===== config.mk =====
export PLATFORM = sky130hd
export DESIGN_NAME = dual_pressure_spike_detector
export DESIGN_NICKNAME = d
export VERILOG_FILES = /design/src/hw/rtl/dpsd_pkg.sv /design/src/hw/rtl/dpsd_channel.sv /design/src/hw/rtl/dual_pressure_spike_detector.sv
export SDC_FILE = /design/constraint.sdc
export NUM_CORES = 1
export LEC_CHECK = 0
export ABC_CLOCK_PERIOD_IN_PS = 8800
export BUFFER_PORTS_ARGS = -buffer_cell sky130_fd_sc_hd__buf_2
export CORE_UTILIZATION = 50
export DETAILED_ROUTE_END_ITERATION = 6
export PLACE_DENSITY = 0.7
export SLEW_MARGIN = 30
export SYNTH_ARGS = -nofsm -noshare
export SYNTH_HDL_FRONTEND = slang
export SYNTH_SLANG_ARGS = --single-unit

===== constraint.sdc =====
create_clock -name aclk -period 8.8 [get_ports aclk]
set_clock_uncertainty 0.05 [all_clocks]
set_input_delay 0 -clock aclk [delete_from_list [all_inputs] [get_ports aclk]]
set_output_delay 0 -clock aclk [all_outputs]
set_load 0.02 [all_outputs]

===== src/hw/rtl/dpsd_pkg.sv =====
// ----------------------------------------------------------------------------
// dpsd_pkg
// Shared types and constants for the dual pressure spike detector.
// ----------------------------------------------------------------------------
package dpsd_pkg;

    localparam int PRESSURE_W = 16;   // width of a pressure field on the port
    localparam int RATIO_W    = 6;    // spike ratio register, in tenths
    localparam int TENTHS     = 10;
    localparam int CFG_DATA_W = 32;
    localparam int CFG_ADDR_W = 3;
    localparam int REG_IDX_W  = CFG_ADDR_W - 2;

    localparam logic [RATIO_W-1:0]   RATIO_RESET     = 6'd12;
    localparam logic [REG_IDX_W-1:0] REG_SPIKE_RATIO = 1'd0;

    typedef enum logic [1:0] {
        ACT_NONE      = 2'd0,
        ACT_CLOSE_OWN = 2'd1,
        ACT_SHUTDOWN  = 2'd2
    } action_t;

endpackage


===== src/hw/rtl/dpsd_channel.sv =====
// ----------------------------------------------------------------------------
// dpsd_channel
// One pressure channel: sample window, running sum and spike compare.
// ----------------------------------------------------------------------------
module dpsd_channel #(
    parameter int WINDOW_LENGTH = 5,
    parameter int SAMPLE_BITS   = 16
) (
    input  logic                              aclk,
    input  logic                              aresetn,
    input  logic                              upd,
    input  logic signed [SAMPLE_BITS-1:0]     sample,
    input  logic [dpsd_pkg::RATIO_W-1:0]      ratio,
    output logic                              hit
);
    import dpsd_pkg::*;

    localparam int FILL_W  = $clog2(WINDOW_LENGTH + 1);
    localparam int IDX_W   = $clog2(WINDOW_LENGTH);
    localparam int SUM_W   = SAMPLE_BITS + $clog2(WINDOW_LENGTH + 1);
    localparam int SCALE   = WINDOW_LENGTH * TENTHS;
    localparam int SCALE_W = $clog2(SCALE + 1) + 1;
    localparam int CMP_W   = SUM_W + RATIO_W + SCALE_W + 1;
    localparam int LAST    = WINDOW_LENGTH - 1;

    logic signed [SAMPLE_BITS-1:0] win_reg [WINDOW_LENGTH];
    logic [FILL_W-1:0]             fill_reg;
    logic [FILL_W-1:0]             fill_next;
    logic signed [SUM_W-1:0]       sum_reg;
    logic signed [SUM_W-1:0]       sum_next;
    logic                          full;
    logic signed [CMP_W-1:0]       samp_x;
    logic signed [CMP_W-1:0]       sum_x;
    logic signed [CMP_W-1:0]       scale_x;
    logic signed [CMP_W-1:0]       ratio_x;
    logic signed [CMP_W-1:0]       lhs;
    logic signed [CMP_W-1:0]       rhs;

    assign full = (fill_reg == FILL_W'(WINDOW_LENGTH));

    // window * 10 * sample > ratio * sum, compared against the sum before this sample
    assign samp_x  = CMP_W'(sample);
    assign sum_x   = CMP_W'(sum_reg);
    assign scale_x = CMP_W'(SCALE);
    assign ratio_x = CMP_W'({1'b0, ratio});
    assign lhs     = samp_x * scale_x;
    assign rhs     = ratio_x * sum_x;
    assign hit     = full && (lhs > rhs);

    // running sum: first sample restarts it, a full window drops its oldest entry
    always_comb begin
        fill_next = fill_reg;
        if (full) begin
            sum_next = sum_reg - SUM_W'(win_reg[0]) + SUM_W'(sample);
        end else if (fill_reg == '0) begin
            sum_next  = SUM_W'(sample);
            fill_next = fill_reg + 1'b1;
        end else begin
            sum_next  = sum_reg + SUM_W'(sample);
            fill_next = fill_reg + 1'b1;
        end
    end

    always_ff @(posedge aclk) begin
        if (!aresetn) begin
            fill_reg <= '0;
        end else if (upd) begin
            fill_reg <= fill_next;
        end
    end

    always_ff @(posedge aclk) begin
        if (upd) begin
            sum_reg <= sum_next;
            if (full) begin
                for (int i = 0; i < LAST; i++) begin
                    win_reg[i] <= win_reg[i+1];
                end
                win_reg[LAST] <= sample;
            end else begin
                win_reg[fill_reg[IDX_W-1:0]] <= sample;
            end
        end
    end

endmodule


===== src/hw/rtl/dual_pressure_spike_detector.sv =====
// ----------------------------------------------------------------------------
// dual_pressure_spike_detector
// Moving-average spike detector for the oxidizer and fuel injector pressures.
//
//   channel   direction  ports                                   handshake
//   s_        in         lox/prop pressure, lox/prop valve open  s_valid/s_ready
//   m_        out        lox/prop spike, lox/prop action         m_valid/m_ready
//   config    in         apb: psel penable pwrite paddr pwdata   pready tied high
//
// one item per cycle sustained while m_ready stays high; each accepted item passes
// through the input register, then compare and window update into the result
// register, which drives m_valid.
// the window sum is kept as a running register, so the per-item path is the sum
// update, a constant by sample multiply and a 6-bit by sum multiply into a compare.
// synchronous active-low reset clears valids and fill counts and reloads the ratio.
// s_ready drops only while both registers hold an item and m_ready is low.
// ----------------------------------------------------------------------------
module dual_pressure_spike_detector #(
    parameter int WINDOW_LENGTH = 5,
    parameter int SAMPLE_BITS   = 16
) (
    input  logic                                aclk,
    input  logic                                aresetn,

    input  logic                                s_valid,
    output logic                                s_ready,
    input  logic signed [dpsd_pkg::PRESSURE_W-1:0] s_lox_pressure,
    input  logic signed [dpsd_pkg::PRESSURE_W-1:0] s_prop_pressure,
    input  logic                                s_lox_valve_open,
    input  logic                                s_prop_valve_open,

    output logic                                m_valid,
    input  logic                                m_ready,
    output logic                                m_lox_spike,
    output logic [1:0]                          m_lox_action,
    output logic                                m_prop_spike,
    output logic [1:0]                          m_prop_action,

    input  logic                                psel,
    input  logic                                penable,
    input  logic                                pwrite,
    input  logic [dpsd_pkg::CFG_ADDR_W-1:0]     paddr,
    input  logic [dpsd_pkg::CFG_DATA_W-1:0]     pwdata,
    output logic [dpsd_pkg::CFG_DATA_W-1:0]     prdata,
    output logic                                pready
);
    import dpsd_pkg::*;

    logic [RATIO_W-1:0]            ratio_reg;
    logic [REG_IDX_W-1:0]          reg_idx;

    logic                          in_vld_reg;
    logic                          in_vld_next;
    logic signed [SAMPLE_BITS-1:0] lox_samp_reg;
    logic signed [SAMPLE_BITS-1:0] prop_samp_reg;
    logic                          lox_open_reg;
    logic                          prop_open_reg;
    logic signed [SAMPLE_BITS-1:0] lox_samp;
    logic signed [SAMPLE_BITS-1:0] prop_samp;

    logic                          out_vld_reg;
    logic                          out_vld_next;
    logic                          lox_spike_reg;
    logic                          prop_spike_reg;
    action_t                       lox_act_reg;
    action_t                       prop_act_reg;
    action_t                       lox_act;
    action_t                       prop_act;

    logic                          s_fire;
    logic                          advance;
    logic                          lox_hit_raw;
    logic                          prop_hit_raw;
    logic                          lox_hit;
    logic                          prop_hit;

    // configuration port
    assign pready  = 1'b1;
    assign reg_idx = paddr[CFG_ADDR_W-1:2];
    assign prdata  = (reg_idx == REG_SPIKE_RATIO) ? CFG_DATA_W'(ratio_reg) : '0;

    always_ff @(posedge aclk) begin
        if (!aresetn) begin
            ratio_reg <= RATIO_RESET;
        end else if (psel && penable && pwrite && pready && reg_idx == REG_SPIKE_RATIO) begin
            ratio_reg <= pwdata[RATIO_W-1:0];
        end
    end

    // low SAMPLE_BITS of the field; wider samples take the field zero extended
    generate
        if (SAMPLE_BITS <= PRESSURE_W) begin : g_narrow
            assign lox_samp  = s_lox_pressure[SAMPLE_BITS-1:0];
            assign prop_samp = s_prop_pressure[SAMPLE_BITS-1:0];
        end else begin : g_wide
            assign lox_samp  = {{(SAMPLE_BITS-PRESSURE_W){1'b0}}, s_lox_pressure};
            assign prop_samp = {{(SAMPLE_BITS-PRESSURE_W){1'b0}}, s_prop_pressure};
        end
    endgenerate

    // two-stage flow control
    assign advance = in_vld_reg && (!out_vld_reg || m_ready);
    assign s_ready = !in_vld_reg || !out_vld_reg || m_ready;
    assign s_fire  = s_valid && s_ready;

    always_comb begin
        in_vld_next = in_vld_reg;
        if (s_fire) begin
            in_vld_next = 1'b1;
        end else if (advance) begin
            in_vld_next = 1'b0;
        end
        out_vld_next = out_vld_reg;
        if (advance) begin
            out_vld_next = 1'b1;
        end else if (m_ready) begin
            out_vld_next = 1'b0;
        end
    end

    always_ff @(posedge aclk) begin
        if (!aresetn) begin
            in_vld_reg  <= 1'b0;
            out_vld_reg <= 1'b0;
        end else begin
            in_vld_reg  <= in_vld_next;
            out_vld_reg <= out_vld_next;
        end
    end

    always_ff @(posedge aclk) begin
        if (s_fire) begin
            lox_samp_reg  <= lox_samp;
            prop_samp_reg <= prop_samp;
            lox_open_reg  <= s_lox_valve_open;
            prop_open_reg <= s_prop_valve_open;
        end
    end

    dpsd_channel #(
        .WINDOW_LENGTH (WINDOW_LENGTH),
        .SAMPLE_BITS   (SAMPLE_BITS)
    ) u_lox (
        .aclk    (aclk),
        .aresetn (aresetn),
        .upd     (advance && lox_open_reg),
        .sample  (lox_samp_reg),
        .ratio   (ratio_reg),
        .hit     (lox_hit_raw)
    );

    dpsd_channel #(
        .WINDOW_LENGTH (WINDOW_LENGTH),
        .SAMPLE_BITS   (SAMPLE_BITS)
    ) u_prop (
        .aclk    (aclk),
        .aresetn (aresetn),
        .upd     (advance && prop_open_reg),
        .sample  (prop_samp_reg),
        .ratio   (ratio_reg),
        .hit     (prop_hit_raw)
    );

    // a closed valve gives no spike; the other valve decides the action
    assign lox_hit  = lox_open_reg && lox_hit_raw;
    assign prop_hit = prop_open_reg && prop_hit_raw;

    always_comb begin
        lox_act = ACT_NONE;
        if (lox_hit) begin
            lox_act = prop_open_reg ? ACT_CLOSE_OWN : ACT_SHUTDOWN;
        end
        prop_act = ACT_NONE;
        if (prop_hit) begin
            prop_act = lox_open_reg ? ACT_CLOSE_OWN : ACT_SHUTDOWN;
        end
    end

    always_ff @(posedge aclk) begin
        if (advance) begin
            lox_spike_reg  <= lox_hit;
            prop_spike_reg <= prop_hit;
            lox_act_reg    <= lox_act;
            prop_act_reg   <= prop_act;
        end
    end

    assign m_valid       = out_vld_reg;
    assign m_lox_spike   = lox_spike_reg;
    assign m_prop_spike  = prop_spike_reg;
    assign m_lox_action  = lox_act_reg;
    assign m_prop_action = prop_act_reg;

endmodule


==> results.md <==
- Setup repair after global routing left no endpoint under its margin.
- The slew at the pin closest to its max-slew limit is 0.9633 ns.
- The peak fanout along the critical path is 26.
- The final worst-path setup slack is 1.331 ns.
- Summed over all nets, the switching power comes to 0.001590 W.
- The synthesized design contains 238 enable-type register cells.
- The finished cells cover 29850 um2.
- At the end of the flow the core is filled with cells to 0.5535.
- The analysis attributes to cell leakage a power of 14.15 nW.
- The path class of the lowest-slack min-delay path is in2reg.
- The clock period could shrink to 7.469 ns.
- Detailed placement ended at an HPWL of 47590 um.
- The post-synthesis compound-gate area fraction was 0.1165.
- The number of maximum-capacitance violations is 0.
- The xor/xnor share of the synthesized area is 0.04390.
- The headroom to the max-slew limit is 0.3571.
- The largest total area in the synthesized netlist belongs to sky130_fd_sc_hd__edfxtp_1.
- The final net count is 3572.
- In the final layout, the share of cells above drive strength 1 is 0.08009.
- The area added between synthesis and finish is 9.197%.
- The post-place setup slack is 1.390 ns.
- The post-placement cell area is 28340 um2.
- The initial antenna violation count is 0.
- The first global-routing pass estimated 101300 um of wire.
- The post-detailed-route wirelength per cell is 16.40 um.
- The hold violation total from the final report is 0.
- The worst IR drop on VDD is 0.0001664 V.
- Setup violations remaining at the end of the flow were counted as 0.
- Once detail routing completed, the nets flagged for antenna violations numbered 0.
- By area, the combinational part of the netlist is dominated by adder cells.
- The type of origin of the critical path is a flip-flop.
- Of the total power, the share spent switching nets is 0.3590.
- The first-pass iteration count of the detailed router is 6.
- Summing all multi-input logic gate instances after layout gives 17710 um2.
- The floorplan die area is 55600 um2.
- The netlist area before placement is 27330 um2.
- From left edge to right edge, the die measures 235.8 um.
- The ratio of routed vias to standard cells is 5.486.
- Based on the critical path, the design can be clocked at up to 0.1339 GHz.
- Yosys printed 0 warnings.
- Of the post-synthesis cell area, the part taken by muxes is 0.03131.
- The congestion estimate from routability-driven global placement came to 0.9421.
- The share of the cycle needed by the critical path after routing is 0.8487.
- The synthesized area per cell is 9.644 um2.
- Buffers inserted during clock tree synthesis total 29.
- The DRC violations left is 0.
- The share of the Yosys chip area taken by registers is 0.2717.
- The clock passes through at most 3 buffers.
- The relative contribution of combinational cells to total power is 0.410.
- The number of gates resized after CTS was 0.
- After global routing the overflow that remains totals 0.
- The number of global-route vias before repair came to 20500.
- The site row count is 85.
- The final count of pins violating max slew is 0.
- The layout has 4641 filler cells.
- The critical path start-end classification is reg2reg.
- The flow ran to the end, and the final reports show no timing, DRC or antenna violations.
- By area the synthesized netlist is led by sky130_fd_sc_hd__edfxtp_1 26%, sky130_fd_sc_hd__fa_1 16%, sky130_fd_sc_hd__ha_1 15%.
- The deepest level of the CTS H-tree is 1.
- The worst setup path is captured at a flip-flop.
- The clock root buffer master is sky130_fd_sc_hd__clkbuf_16.
- Of the total power, the clock network draws 0.276.
- The met2 capacity usage during global routing is 0.3660.
- The clock reaches the later pin of the worst-skew pair after 0.59 ns.
- The clock drives 252 sinks.
- After synthesis, the netlist uses 74 different library cells.
- The internal power of the cells totals 0.002839 W.
- For this design the ratio of total power to cell area is 148.4 nW/um2.
- The arrival time of data at the critical path endpoint is 7.87 ns.
- In this run the most used layer during global routing was met2.
- The initial utilization of the core area, before any placement, comes to 0.5069.
- Summing over every cut layer, the via total after detailed routing is 20050.
- TritonCTS built the clock tree.
- Of all flip-flops after synthesis, the portion carrying an async set or reset was 0.
- For met3 alone, demand over resource in global routing was 0.02364.
- After detailed routing, the total wire length is 59950 um.
- The placeable core area is 53920 um2.
- 0 antenna diodes ended up in the layout.
- The share of total power dissipated in sequential elements is 0.315.
- The top cell type's share of synthesized area is 0.2615.
- The sequential standard cell area is 7430 um2.
- The global routing usage on met1 is 0.3158.
- The count of buffers added on input and output ports is 61.
- The adder-cell area share of the yosys netlist is 0.3179.
- At the worst endpoint, the required time is 9.21 ns.
- In the synthesized netlist, the number of instances is 2834.
- The pin count of the biggest net entering global routing is 40.
- Hold timing on the final database bottoms out at a slack of 0.06364 ns.
- In this run the count of I/O pins placed on the die edge is 117.
- The primary flip-flop cell chosen by synthesis mapping is sky130_fd_sc_hd__edfxtp_1.
- The die is 235.8 um tall.
- Summed over all failing endpoints, the final setup total negative slack is 0 ns.
- The total routing usage reported by global routing is 0.2217.
- Of the total synthesized cell area, the portion taken by AND, OR, NAND and NOR gates is 0.1342.
- The flip-flop and latch count after synthesis is 252.
- The initial detailed-routing violation count is 1330.
- The clock-pin slew reported for the worst setup and hold paths after clock tree synthesis is 0.06 ns.
## layer usage
| layer | part of all wire | up-vias |
|---|---|---|
| li1 | - | 9665 |
| met1 | 0.47 | 9804 |
| met2 | 0.46 | 510 |
| met3 | 0.055 | 73 |
| met4 | 0.016 | 0 |
| met5 | 0 | - |
## power by group through the flow
stage,registers (W),clock network (W),logic [W]
6_report,0.00139,0.00122,0.00182
3_5_place_dp,0.00142,0,0.00178
3_3_place_gp,0.00142,0,0.00171
2_1_floorplan,0.00139,0,0.00143
4_1_cts,0.00139,0.00125,0.00182
5_1_grt,0.00140,0.00128,0.00208
## stage by stage
step                cells  power, W
floorplan            2859  0.002818
global placement     3547  0.003122
detailed placement   3547  0.003195
CTS                  3655  0.004455
global route         3655  0.004767
finish               3655  0.004429
## worst max-delay path, stage by stage (launching register included)
cell                        delay [ns]
sky130_fd_sc_hd__dfxtp_1          0.91
sky130_fd_sc_hd__buf_4            0.33
sky130_fd_sc_hd__and2_1           0.19
sky130_fd_sc_hd__fa_1             0.42
sky130_fd_sc_hd__fa_1             0.48
sky130_fd_sc_hd__fa_1             0.56
sky130_fd_sc_hd__inv_1            0.06
sky130_fd_sc_hd__fa_1             0.54
sky130_fd_sc_hd__inv_1            0.04
sky130_fd_sc_hd__ha_1             0.37
sky130_fd_sc_hd__o211ai_1         0.12
sky130_fd_sc_hd__a21oi_1          0.26
sky130_fd_sc_hd__o221ai_1         0.23
sky130_fd_sc_hd__a221o_1          0.37
sky130_fd_sc_hd__a21oi_2          0.20
sky130_fd_sc_hd__a211oi_2         0.10
sky130_fd_sc_hd__o31ai_1          0.25
sky130_fd_sc_hd__a21oi_1          0.11
sky130_fd_sc_hd__xor2_1           0.15
sky130_fd_sc_hd__ha_1             0.30
sky130_fd_sc_hd__nand3_1          0.09
sky130_fd_sc_hd__nor3_1           0.35
sky130_fd_sc_hd__o2111ai_1        0.17
sky130_fd_sc_hd__a21oi_1          0.48
sky130_fd_sc_hd__and2_1           0.20
## logic make-up after synthesis
| kind of cell | after synthesis |
|---|---|
| multiplexers | 77 |
| XOR/XNOR | 137 |
| buffers and inverters | 585 |
| other | 2 |
| AO/OA/AOI/OAI | 498 |
| adder cells (fa/ha/maj) | 560 |
| AND/OR/NAND/NOR | 723 |
| flip-flops | 252 |
## timing repair
action | 4_1_cts | 5_1_grt
buffers inserted | 0 | 0
hold buffers | 54 | 0
endpoints found under the hold margin | 48 | 0
## Yosys cell counts (26+ instances only)
cell,count
sky130_fd_sc_hd__a21o_1,50
sky130_fd_sc_hd__a21oi_1,128
sky130_fd_sc_hd__and2_1,199
sky130_fd_sc_hd__buf_4,27
sky130_fd_sc_hd__clkbuf_1,63
sky130_fd_sc_hd__edfxtp_1,238
sky130_fd_sc_hd__fa_1,224
sky130_fd_sc_hd__ha_1,336
sky130_fd_sc_hd__inv_1,489
sky130_fd_sc_hd__mux2_2,68
sky130_fd_sc_hd__nand2_1,202
sky130_fd_sc_hd__nand2b_1,26
sky130_fd_sc_hd__nand3_1,34
sky130_fd_sc_hd__nor2_1,111
sky130_fd_sc_hd__nor2b_1,33
sky130_fd_sc_hd__nor3_1,43
sky130_fd_sc_hd__o21a_1,29
sky130_fd_sc_hd__o21ai_0,140
sky130_fd_sc_hd__xnor2_1,90
sky130_fd_sc_hd__xor2_1,47
## final timing paths
kind	startpoint	to	slack (ns)	cells after the start
worst max-delay path	ratio_reg[3]$_SDFFE_PN1P_	m_lox_action[0]$_SDFFCE_PN0P_	1.33	24
worst min-delay path	s_prop_pressure[0]	prop_samp_reg[0]$_DFFE_PP_	0.06	2
worst max register to register	ratio_reg[3]$_SDFFE_PN1P_	m_lox_action[0]$_SDFFCE_PN0P_	1.33	24
worst min register to register	u_lox.win_reg[4][2]$_DFFE_PP_	u_lox.win_reg[3][2]$_DFFE_PP_	0.47	2
## layout make-up
class                           instances  share of cell area
Multi-Input combinational cell       2022              0.5934
Sequential cell                       252              0.2489
Inverter                              490             0.06162
Timing Repair Buffer                  141             0.03488
Tap cell                              696             0.02918
Clock buffer                           30             0.02444
Clock inverter                         24            0.007504
## cells in the final DEF (no fill, tap or decap), types with 8 or more instances in the layout
cell type                         n
sky130_fd_sc_hd__nor2b_1         32
sky130_fd_sc_hd__o22ai_1          8
sky130_fd_sc_hd__conb_1          27
sky130_fd_sc_hd__dlygate4sd3_1   54
sky130_fd_sc_hd__mux2i_1          9
sky130_fd_sc_hd__a21o_1          50
sky130_fd_sc_hd__nor3_1          43
sky130_fd_sc_hd__nand2b_1        26
sky130_fd_sc_hd__a21oi_1        128
sky130_fd_sc_hd__edfxtp_1       238
sky130_fd_sc_hd__o21ai_1          8
sky130_fd_sc_hd__or3_1           14
sky130_fd_sc_hd__nand3_1         32
sky130_fd_sc_hd__nand2_1        202
sky130_fd_sc_hd__nor2_1         111
sky130_fd_sc_hd__buf_4           26
sky130_fd_sc_hd__and3_1          17
sky130_fd_sc_hd__inv_1          489
sky130_fd_sc_hd__o211ai_1        12
sky130_fd_sc_hd__buf_2           61
sky130_fd_sc_hd__a211o_1         11
sky130_fd_sc_hd__o21ai_0        136
sky130_fd_sc_hd__and2_1         198
sky130_fd_sc_hd__dfxtp_1         12
sky130_fd_sc_hd__a31oi_1         17
sky130_fd_sc_hd__xnor2_1         90
sky130_fd_sc_hd__clkbuf_16       29
sky130_fd_sc_hd__o21a_1          29
sky130_fd_sc_hd__a211oi_1        25
sky130_fd_sc_hd__mux2_2          68
sky130_fd_sc_hd__fa_1           224
sky130_fd_sc_hd__xor2_1          47
sky130_fd_sc_hd__nand4_1         16
sky130_fd_sc_hd__ha_1           336
(Power assumes the default switching activity.)
